===== src/rtl/dlne_pkg.sv =====
package dlne_pkg;

	// fixed field widths
	localparam int PIXEL_W     = 16;
	localparam int FRAME_DIM_W = 13;
	localparam int DIVISOR_W   = 25;
	localparam int EST_W       = 16;
	localparam int CFG_DATA_W  = 25;
	localparam int CFG_INDEX_W = 2;

	// parameter defaults
	localparam int MAX_WIDTH_DEF  = 4096;
	localparam int MAX_HEIGHT_DEF = 4096;
	localparam int PIXEL_BITS_DEF = 16;

	// register reset values
	localparam logic [FRAME_DIM_W-1:0] FRAME_WIDTH_RST  = 13'd512;
	localparam logic [FRAME_DIM_W-1:0] FRAME_HEIGHT_RST = 13'd512;
	localparam logic [DIVISOR_W-1:0]   DIVISOR_RST      = 25'd1;

	// result scale of 30, applied as (x << 5) - (x << 1)
	localparam int SCALE_BITS = 5;

	localparam int NUM_BASE_DIRS = 8;
	localparam int NUM_DIRS      = 16;
	localparam int WIN_SIZE      = 9;

	// window positions of the two outer taps of each direction
	localparam logic [3:0] PAIR_A [NUM_DIRS] = '{
		4'd3, 4'd1, 4'd0, 4'd6, 4'd3, 4'd5, 4'd5, 4'd3,
		4'd3, 4'd3, 4'd5, 4'd5, 4'd1, 4'd1, 4'd7, 4'd7
	};
	localparam logic [3:0] PAIR_B [NUM_DIRS] = '{
		4'd5, 4'd7, 4'd8, 4'd2, 4'd1, 4'd1, 4'd7, 4'd7,
		4'd2, 4'd8, 4'd0, 4'd6, 4'd8, 4'd6, 4'd2, 4'd0
	};
	localparam int CENTRE = 4;

	typedef enum logic [CFG_INDEX_W-1:0] {
		REG_FRAME_WIDTH,
		REG_FRAME_HEIGHT,
		REG_DIVISOR,
		REG_EXTRA_DIRECTIONS
	} cfg_reg_t;

	typedef enum logic [2:0] {
		ST_IDLE,
		ST_READ,
		ST_DIFF,
		ST_MIN,
		ST_ACC,
		ST_DIV,
		ST_DIV_WAIT,
		ST_RESULT
	} state_t;

	typedef struct packed {
		logic capture;
		logic shift;
		logic diff;
		logic find_min;
		logic accumulate;
		logic div_start;
		logic load_result;
	} cmd_t;

	typedef struct packed {
		logic frame_end;
		logic div_done;
		logic out_free;
	} status_t;

endpackage


===== src/rtl/dlne_ctrl.sv =====
module dlne_ctrl import dlne_pkg::*; (
	input  logic    clk,
	input  logic    arst_n,
	input  logic    in_valid,
	output logic    in_ready,
	input  status_t status,
	output cmd_t    cmd
);

	state_t state_q;
	state_t state_d;

	always_ff @(posedge clk or negedge arst_n) begin
		if (!arst_n) begin
			state_q <= ST_IDLE;
		end else begin
			state_q <= state_d;
		end
	end

	always_comb begin
		state_d  = state_q;
		cmd      = '0;
		in_ready = 1'b0;
		case (state_q)
			ST_IDLE: begin
				in_ready = 1'b1;
				if (in_valid) begin
					cmd.capture = 1'b1;
					state_d     = ST_READ;
				end
			end
			ST_READ: begin
				cmd.shift = 1'b1;
				state_d   = ST_DIFF;
			end
			ST_DIFF: begin
				cmd.diff = 1'b1;
				state_d  = ST_MIN;
			end
			ST_MIN: begin
				cmd.find_min = 1'b1;
				state_d      = ST_ACC;
			end
			ST_ACC: begin
				cmd.accumulate = 1'b1;
				state_d        = status.frame_end ? ST_DIV : ST_IDLE;
			end
			ST_DIV: begin
				cmd.div_start = 1'b1;
				state_d       = ST_DIV_WAIT;
			end
			ST_DIV_WAIT: begin
				if (status.div_done) begin
					state_d = ST_RESULT;
				end
			end
			ST_RESULT: begin
				if (status.out_free) begin
					cmd.load_result = 1'b1;
					state_d         = ST_IDLE;
				end
			end
			default: begin
				state_d = ST_IDLE;
			end
		endcase
	end

endmodule


===== config.mk =====
export PLATFORM = sky130hd
export DESIGN_NAME = dlne_ctrl
export DESIGN_NICKNAME = d
export VERILOG_FILES = /design/src/rtl/dlne_pkg.sv /design/src/rtl/dlne_ctrl.sv
export SDC_FILE = /design/constraint.sdc
export NUM_CORES = 1
export LEC_CHECK = 0
export BUFFER_PORTS_ARGS = -buffer_cell sky130_fd_sc_hd__buf_4
export CAP_MARGIN = 25
export CORE_AREA = 2 2 39 41
export DETAILED_ROUTE_END_ITERATION = 8
export DIE_AREA = 0 0 41 43
export MAX_ROUTING_LAYER = met4
export SETUP_SLACK_MARGIN = 0.05
export SLEW_MARGIN = 40
export SYNTH_ARGS = -nofsm -noshare
export SYNTH_HDL_FRONTEND = slang
export SYNTH_SLANG_ARGS = --single-unit

===== constraint.sdc =====
create_clock -name clk -period 3.02 [get_ports clk]
set_clock_uncertainty 0.05 [all_clocks]
set_input_delay 0.151 -clock clk [delete_from_list [all_inputs] [get_ports clk]]
set_output_delay 0.151 -clock clk [all_outputs]
set_load 0.01 [all_outputs]

==> results of run 1 <==
-- critical path: cells and delay by family, from the launching register on --
kind	cells	cell delay, ns
flip-flops	1	0.36
multiplexers	1	0.29
buffers and inverters	1	0.08
AO/OA/AOI/OAI	2	0.37
adder cells (fa/ha/maj)	1	0.25
AND/OR/NAND/NOR	1	0.14
-- logic make-up after synthesis --
group,Yosys count,synth area share
fa+ha+maj,4,0.160
flops,3,0.240
simple gates,13,0.304
compound gates,7,0.180
mux,2,0.0800
buf+inv,3,0.0360
-- cell usage in the layout (no fill, tap or decap), drive strengths merged --
| master | instances |
|---|---|
| and3 | 1 |
| nor2b | 6 |
| dfrtp | 3 |
| a21oi | 2 |
| a211oi | 1 |
| ha | 4 |
| nor3 | 2 |
| inv | 3 |
| and2 | 3 |
| clkbuf | 4 |
| buf | 13 |
| mux2 | 1 |
| nor2 | 1 |
| mux2i | 1 |
| a211o | 1 |
| o21ai | 2 |
| a21bo | 1 |
| dlygate4sd3 | 1 |
-- stage by stage --
| stage | cells | area (um^2) |
|---|---|---|
| 5_1_grt | 66 | 467 |
| 4_1_cts | 66 | 467 |
| 2_1_floorplan | 32 | 313 |
| 6_report | 66 | 467 |
| 3_5_place_dp | 61 | 430 |
| 3_3_place_gp | 61 | 430 |
-- final cells by class --
class / count / area (um^2) / share of cell area
multi-input cells: 26 / 226 / 0.485
repair buffers: 14 / 108 / 0.231
flip-flops and latches: 3 / 75.1 / 0.161
clock buffers: 4 / 26.3 / 0.0563
well taps: 16 / 20.0 / 0.0429
inverters: 3 / 11.3 / 0.0241
-- power breakdown --
group          internal (uW)  total (uW)  switching [uW]
sequential              61.3        84.9            23.6
clock                   49.5        70.1            20.6
combinational            170         304             134
-- cells in the mapped netlist (all sizes together) --
library cell,n,area share
a21bo,1,0.052
mux2,1,0.048
a211o,1,0.028
mux2i,1,0.032
nor2b,6,0.18
ha,4,0.16
inv,3,0.036
a21oi,2,0.032
and3,1,0.024
and2,3,0.060
nor3,2,0.032
a211oi,1,0.024
o21ai,2,0.044
nor2,1,0.012
dfrtp,3,0.24
-- worst paths after layout --
check                      cells past startpoint    endpoint
min                                            2  state_q[0]
max reg2reg                                    6  state_q[1]
max in group asynchronous                      2  state_q[1]
max                                            6  state_q[1]
min in group clk                               3  state_q[0]
min reg2reg                                    1  state_q[1]
-- layer usage --
layer,routed length [um],up-vias,GRT usage
met5,0,-,-
met4,15,0,0.100
met3,36,2,0.0157
met2,281,9,0.119
met1,258,119,0.107
li1,-,144,-
==> qor.tcl, run 1 <==
set qor(pre_cts_slack_ns) 1.35
set qor(status) {finished, final reports clean}
set qor(htreeDepth) 1
set qor(routed_wl_um) 592
set qor(grt_pass1_wl_mm) 1.03
set qor(fill_cells) 150
set qor(crit_path_max_fanout) 5
set qor(power.leakage_uw) 0.000241
set qor(clk-insertion-delay-late_ns) 0.23
set qor(detail_route.wl_per_cell_um) 8.97
set qor(data_required_critical_path_ns) 3.08
set qor(cts_tree) {yes}
set qor(floorplan.rows) 14
set qor(endpoint_kind) {flop}
set qor(syn-mean-instance-area_um2) 9.78
set qor(ir_drop_mv) 0.330
set qor(antenna_found_initial) 0
set qor(synthesized_netlist_cell_count) 32
set qor(power_density_over_the_cells_nw_per_um2) 983
set qor(synth.ff_latch_count) 3
set qor(unrepaired_setup_endpoints_after_global_routing) {false}
set qor(vias_in_the_first_global_route) 277
set qor(layout-area-overhead-vs-synth_pct) 49.2
set qor(ys.warnings.count) 0
set qor(clock_tree.root_cell) {sky130_fd_sc_hd__clkbuf_4}
set qor(gr-usage-all-layers) 0.0918
set qor(power_uw) 459
set qor(fin_tns_setup_ns) 0
set qor(holdCritPathClass) {in -> async}
set qor(drt_drc_violations_left) 0
set qor(setup_viol_count_final) 0
set qor(n_antenna_cell) 0
set qor(syn_nets) 42
set qor(die_w_um) 41
set qor(floorplan.initialDensity) 0.226
set qor(placement.io_buffers) 13
set qor(worst_pin_slew_ns) 0.274
set qor(post-dp-hpwl_um) 476
set qor(largest_registers) {state_q x3}
set qor(via_count) 274
set qor(registers.top_by_ff_count) {state_q}
set qor(clk_pin_slew_worst_paths_ns) 0.04
set qor(mappedNetlistArea_um2) 313
set qor(largest_reg_flops) 3
set qor(critPathKind) {reg -> reg}
set qor(finalCriticalPeriod_ns) 1.67
set qor(io_count) 14
set qor(launch_point_of_the_critical_path) {state_q[0]}
set qor(final.setup.worst_slack_ns) 1.35
set qor(max_freq_mhz) 599
set qor(grt_start_max_net_pins) 10
set qor(drt_iter0_drc) 0
set qor(viasPerCell) 4.15
set qor(cts_hold_buffers) 1
set qor(layout.nets) 61
set qor(die_area_um2) 1760
set qor(holdWs_ns) 0.191
set qor(reg2reg_setup_slack_ns) 1.35
set qor(gp_congestion) 0.721
set qor(core_um2) 1380
set qor(start_kind) {flop}
set qor(drt_first_pass_iters) 1
set qor(cp_slowest_cell) {sky130_fd_sc_hd__dfrtp_1}
set qor(ant_nets) 0
set qor(grt-ovfl-total) 0
set qor(timing.max_slew.rel_slack) 0.817
set qor(worstPathCellList) {inv_1 > ha_1 > nor2b_4 > o21ai_2 > a21bo_4 > mux2_4}
set qor(worst_ep_arrival_time_ns) 1.73
set qor(final_min_period_over_clock_period) 0.553
set qor(cts_inserted_buffers) 3
set qor(clk_path_buf_depth) 2
set qor(timing_max_transition_violations_final) 0
set qor(post_synth_num_cell_types) 18
set qor(final_core_utilization) 0.337
set qor(die_h_um) 43
set qor(critPathMaxStageDelay_ns) 0.36
set qor(post_route_cells_drive_above_1_share) 0.460
set qor(hold_violations) 0
set qor(seq_area_frac_synth) 0.240
set qor(cap_viol_max_count) 0
set qor(clk_sink_count) 3
set qor(ctsResizeCount) 0
set qor(postCtsSetupRepairBufs) 0
set qor(worst_r2r_startpoint) {state_q[0]}
No activity file was read; power rests on OpenSTA's default activity.
==> run 2: changes to the inputs <==
==> constraint.sdc (replaced) <==
create_clock -name clk -period 1.7 [get_ports clk]
set_clock_uncertainty 0.05 [all_clocks]
set_input_delay 0.085 -clock clk [delete_from_list [all_inputs] [get_ports clk]]
set_output_delay 0.085 -clock clk [all_outputs]
set_load 0.01 [all_outputs]
==> run 2 against run 1 <==
Effect of this change: first-iteration DRC count rose by 1; total power is 97% higher; hold slack got worse by 0.058 ns; wire length is 18% higher; flip-flop and latch count did not move; fmax up 3.5%; clock power rose by 73%; sequential power increased by 91%; final cell count increased by 7.6%; global-route usage increased by 0.84 points; largest power group unchanged; highest routed layer is now met3.
==> qor.tcl, run 2 (synthesis gave the netlist of run 1 again) <==
set qor(worst_ep_arrival_time_ns) 1.67
set qor(reg2reg_setup_slack_ns) 0.09
set qor(post_route_cells_drive_above_1_share) 0.545
set qor(gp_congestion) 0.722
set qor(htreeDepth) 1
set qor(grt_pass1_wl_mm) 1.10
set qor(drt_drc_violations_left) 0
set qor(grt_start_max_net_pins) 10
set qor(power.leakage_uw) 0.000264
set qor(mostFrequentLayoutCell) {sky130_fd_sc_hd__buf_4}
set qor(worst_pin_slew_ns) 0.319
set qor(seqPwrFrac) 0.179
set qor(r2r.worst_path.cells) 6
set qor(ant_nets) 0
set qor(power_report.internal_total_uw) 561
set qor(sw_frac_of_total) 0.380
set qor(max_freq_mhz) 620
set qor(ir_drop_mv) 0.642
set qor(final_core_utilization) 0.370
set qor(floorplan.initialDensity) 0.226
set qor(setup_viol_count_final) 0
set qor(power_density_over_the_cells_nw_per_um2) 1770
set qor(routed_wl_um) 696
set qor(vias_in_the_first_global_route) 280
set qor(cts_inserted_buffers) 3
set qor(worst_r2r_startpoint) {state_q[0]}
set qor(start_kind) {flop}
set qor(clk-insertion-delay-late_ns) 0.23
set qor(clk_pin_slew_worst_paths_ns) 0.03
set qor(via_count) 299
set qor(die_area_um2) 1760
set qor(floorplan.rows) 14
set qor(holdCritPathClass) {in -> async}
set qor(io_count) 14
set qor(die_h_um) 43
set qor(timing_max_transition_violations_final) 0
set qor(layout-area-overhead-vs-synth_pct) 63.6
set qor(endpoint_kind) {flop}
set qor(layout.nets) 66
set qor(antenna_found_initial) 0
set qor(die_w_um) 41
set qor(viasPerCell) 4.21
set qor(n_antenna_cell) 0
set qor(worstPathCellList) {inv_2 > ha_2 > nor2b_4 > o21ai_2 > a21bo_4 > mux2_4}
set qor(largest_registers) {state_q x3}
set qor(power_share_of_the_clock_group) 0.134
set qor(final_min_period_over_clock_period) 0.949
set qor(detail_route.wl_per_cell_um) 9.80
set qor(status) {finished, final reports clean}
set qor(registers.top_by_ff_count) {state_q}
set qor(clk_sink_count) 3
set qor(crit_path_max_fanout) 3
set qor(rr_endpoint) {state_q[1]}
set qor(cp_slowest_cell) {sky130_fd_sc_hd__dfrtp_1}
set qor(cts_tree) {yes}
set qor(drt_iter0_drc) 1
set qor(total_switching_power_uw) 343
set qor(unrepaired_setup_endpoints_after_global_routing) {true}
set qor(finalCriticalPeriod_ns) 1.61
set qor(clock_tree.root_cell) {sky130_fd_sc_hd__clkbuf_4}
set qor(cap_viol_max_count) 0
set qor(core_um2) 1380
set qor(timing.max_slew.rel_slack) 0.787
set qor(clk_path_buf_depth) 2
set qor(gr-usage-all-layers) 0.100
set qor(fin_tns_setup_ns) 0
set qor(hold_violations) 0
set qor(post-dp-hpwl_um) 537
set qor(placement.io_buffers) 13
set qor(critPathMaxStageDelay_ns) 0.39
set qor(critPathKind) {reg -> reg}
set qor(data_required_critical_path_ns) 1.76
set qor(grt-ovfl-total) 0
set qor(largest_reg_flops) 3
set qor(drt_first_pass_iters) 2
set qor(combPwrFrac) 0.687
## run 2: how the worst max path moves through the flow
stage / slack [ns] / startpoint / endpoint
floorplan: 0.12 / state_q[0] / state_q[1]
global placement: 0.09 / state_q[0] / state_q[1]
detailed placement: 0.07 / state_q[0] / state_q[1]
CTS: 0.07 / state_q[0] / state_q[1]
global route: 0.03 / state_q[0] / state_q[1]
finish: 0.09 / state_q[0] / state_q[1]
## run 2: metal layers
metal | global-route usage | vias up | wire, um
li1 | - | 156 | -
met5 | - | - | 0
met2 | 0.131 | 7 | 343
met3 | 0.0471 | 0 | 41
met1 | 0.110 | 136 | 311
met4 | 0.0800 | 0 | 0
## run 2: worst max-delay path: cells and delay by family, from the launching register on
family / cells / cell delay (ns)
mux: 1 / 0.29
flops: 1 / 0.39
buf+inv: 1 / 0.07
fa+ha+maj: 1 / 0.18
simple gates: 1 / 0.12
compound gates: 2 / 0.39
## run 2: layout make-up
cell class	count	area [um^2]
tap	16	20.0
clock buffer	4	26.3
timing repair buffer	19	145
multi-input combinational	26	234
fill	145	872
inverter	3	11.3
sequential	3	75.1
## run 2: repair_timing
| action | 4_1_cts | 5_1_grt |
|---|---|---|
| buffers inserted | 0 | 3 |
| hold buffers | 1 | 0 |
| endpoints found under the setup margin | 0 | 2 |
| gates resized for setup | 0 | 3 |
| hold endpoints to repair | 3 | 0 |
## run 2: power groups by stage
stage	Combinational [uW]	Sequential [uW]	Clock, uW
floorplan	384	143	0
global placement	576	158	0
detailed placement	579	158	0
CTS	585	157	128
global route	688	169	144
finish	621	162	121
## run 2: metrics by stage
| step | cells | hold WS [ns] | power (uW) | setup slack, ns | area [um^2] |
|---|---|---|---|---|---|
| 6_report | 71 | 0.133 | 904 | 0.0874 | 512 |
| 5_1_grt | 71 | 0.127 | 1000 | 0.0301 | 512 |
| 4_1_cts | 68 | 0.122 | 869 | 0.0670 | 482 |
| 3_5_place_dp | 63 | -0.172 | 737 | 0.0689 | 445 |
| 3_3_place_gp | 63 | -0.172 | 733 | 0.0898 | 445 |
| 2_1_floorplan | 32 | -0.261 | 527 | 0.122 | 313 |
==> run 3: changes to the inputs <==
==> constraint.sdc (replaced) <==
create_clock -name clk -period 1.43 [get_ports clk]
set_clock_uncertainty 0.05 [all_clocks]
set_input_delay 0.0715 -clock clk [delete_from_list [all_inputs] [get_ports clk]]
set_output_delay 0.0715 -clock clk [all_outputs]
set_load 0.01 [all_outputs]
==> run 3 against run 2 <==
Effect of this change: largest power group unchanged; hold slack worse by 0.019 ns; the flow now finishes with violations (setup timing); final cell count is 11% higher; die area stayed put; global-route usage is 0.10 points lower.
==> qor.tcl, run 3 (synthesis gave the netlist of run 1 again) <==
set qor(launch_point_of_the_critical_path) {state_q[0]}
set qor(cap_viol_max_count) 0
set qor(reg2reg_setup_slack_ns) -0.16
set qor(status) {finished, violations left}
set qor(layout.nets) 74
set qor(placement.io_buffers) 13
set qor(finish.cell_count_without_fillers) 79
set qor(vias_in_the_first_global_route) 302
set qor(grt-ovfl-total) 0
set qor(crit_path_max_fanout) 3
set qor(routed_wl_um) 809
set qor(power.leakage_uw) 0.000313
set qor(cts_inserted_buffers) 3
set qor(die_w_um) 41
set qor(floorplan.rows) 14
set qor(timing.max_slew.rel_slack) 0.808
set qor(ir_drop_mv) 0.935
set qor(timing.critical_path.to) {state_q[1]}
set qor(timing_max_transition_violations_final) 0
set qor(drt_drc_violations_left) 0
set qor(core_um2) 1380
set qor(clk_sink_count) 3
set qor(worst_ep_arrival_time_ns) 1.65
set qor(holdCritPathClass) {in -> async}
set qor(io_count) 14
set qor(n_antenna_cell) 0
set qor(drt_iter0_drc) 4
set qor(cts_tree) {yes}
set qor(die_h_um) 43
set qor(fin_tns_setup_ns) -0.526
set qor(floorplan.initialDensity) 0.226
set qor(post_route_cells_drive_above_1_share) 0.762
set qor(viasPerCell) 4.25
set qor(gp_congestion) 0.717
set qor(gr-usage-all-layers) 0.0991
set qor(mostFrequentLayoutCells) {23 x sky130_fd_sc_hd__buf_4, 4 x sky130_fd_sc_hd__nor2b_4, 3 x sky130_fd_sc_hd__clkbuf_4, 3 x sky130_fd_sc_hd__buf_6}
set qor(via_count) 336
set qor(final.setup.worst_slack_ns) -0.165
set qor(dpl_cell_area_um2) 503
set qor(drt_first_pass_iters) 3
set qor(setup_viol_count_final) 7
set qor(failed_checks) {setup timing}
set qor(max_freq_mhz) 627
set qor(rr_endpoint) {state_q[1]}
set qor(die_area_um2) 1760
set qor(clock_tree.root_cell) {sky130_fd_sc_hd__clkbuf_4}
set qor(critPathKind) {reg -> reg}
set qor(placed_cells) 70
set qor(antenna_found_initial) 0
set qor(endpoint_kind) {flop}
set qor(layout-area-overhead-vs-synth_pct) 103
set qor(htreeDepth) 1
set qor(holdWs_ns) 0.113
set qor(hold_violations) 0
set qor(largest_reg_flops) 3
set qor(power_density_over_the_cells_nw_per_um2) 2180
set qor(worst_r2r_startpoint) {state_q[0]}
set qor(worst_pin_slew_ns) 0.289
set qor(unrepaired_setup_endpoints_after_global_routing) {true}
set qor(detail_route.wl_per_cell_um) 10.2
set qor(grt_pass1_wl_mm) 1.17
set qor(registers.top_by_ff_count) {state_q}
set qor(clk_path_buf_depth) 2
set qor(r2r.worst_path.cells) 6
set qor(ant_nets) 0
set qor(data_required_critical_path_ns) 1.49
set qor(start_kind) {flop}
set qor(clk-insertion-delay-late_ns) 0.23
set qor(final_min_period_over_clock_period) 1.12
set qor(largest_registers) {state_q x3}
set qor(finalCriticalPeriod_ns) 1.59
set qor(power_uw) 1380
set qor(mostFrequentLayoutCell) {sky130_fd_sc_hd__buf_4}
set qor(grt_start_max_net_pins) 7
set qor(non_filler_cell_area_final_um2) 636
set qor(clk_pin_slew_worst_paths_ns) 0.04
## run 3: changes by cell type in the layout (fill, tap and decap cells not counted), moves of 2 or more
cell                      before  now
sky130_fd_sc_hd__buf_6         0    3
sky130_fd_sc_hd__and2_4        0    2
sky130_fd_sc_hd__and2_1        3    1
sky130_fd_sc_hd__ha_4          0    2
sky130_fd_sc_hd__ha_1          3    0
sky130_fd_sc_hd__nor2b_1       3    1
sky130_fd_sc_hd__buf_4        18   23
## run 3: final cells by class
type	instances	area (um^2)
multi-input combinational	26	285
inverter	3	11.3
clock buffer	4	26.3
fill	137	748
timing repair buffer	27	216
sequential	3	76.3
tap	16	20.0
## run 3: where the power goes
part,internal (uW),switching (uW)
Combinational,640,402
Sequential,132,62.9
Clock,104,40.8
## run 3: stage by stage
step | worst slack, ns | util
final | -0.165 | 0.459
after detailed placement | -0.154 | 0.363
after CTS | -0.162 | 0.420
after floorplan | -0.105 | -
after global placement | -0.144 | 0.363
after global routing | -0.230 | 0.459
## run 3: worst min-delay path by stage
stage / endpoint / cells past startpoint / startpoint
3_5_place_dp: state_q[2] / 1 / arst_n
2_1_floorplan: state_q[0] / 0 / arst_n
3_3_place_gp: state_q[1] / 1 / arst_n
5_1_grt: state_q[0] / 2 / arst_n
6_report: state_q[2] / 2 / arst_n
4_1_cts: state_q[2] / 2 / arst_n
## run 3: repair_timing
action | in CTS | in global routing
hold endpoints to repair | 3 | 0
buffers inserted | 1 | 4
setup endpoints to repair | 10 | 11
hold buffers | 1 | 0
gates resized for setup | 8 | 8
pin swaps | 1 | 2
## run 3: critical path, cell delays in order (launching register included)
cell and delay, ns:
sky130_fd_sc_hd__dfrtp_1 0.37, sky130_fd_sc_hd__inv_2 0.08, sky130_fd_sc_hd__ha_4 0.16, sky130_fd_sc_hd__nor2b_4 0.12, sky130_fd_sc_hd__o21ai_2 0.15, sky130_fd_sc_hd__a21bo_4 0.25, sky130_fd_sc_hd__mux2_4 0.29
## run 3: per-layer routing
| metal | routed length [um] | global-route usage | vias to the layer above | share of wire |
|---|---|---|---|---|
| li1 | - | - | 173 | - |
| met1 | 300 | 0.127 | 157 | 0.37 |
| met2 | 478 | 0.150 | 6 | 0.59 |
| met3 | 29 | 0 | 0 | 0.036 |
| met4 | 0 | 0.0600 | 0 | 0 |
| met5 | 0 | - | - | 0 |
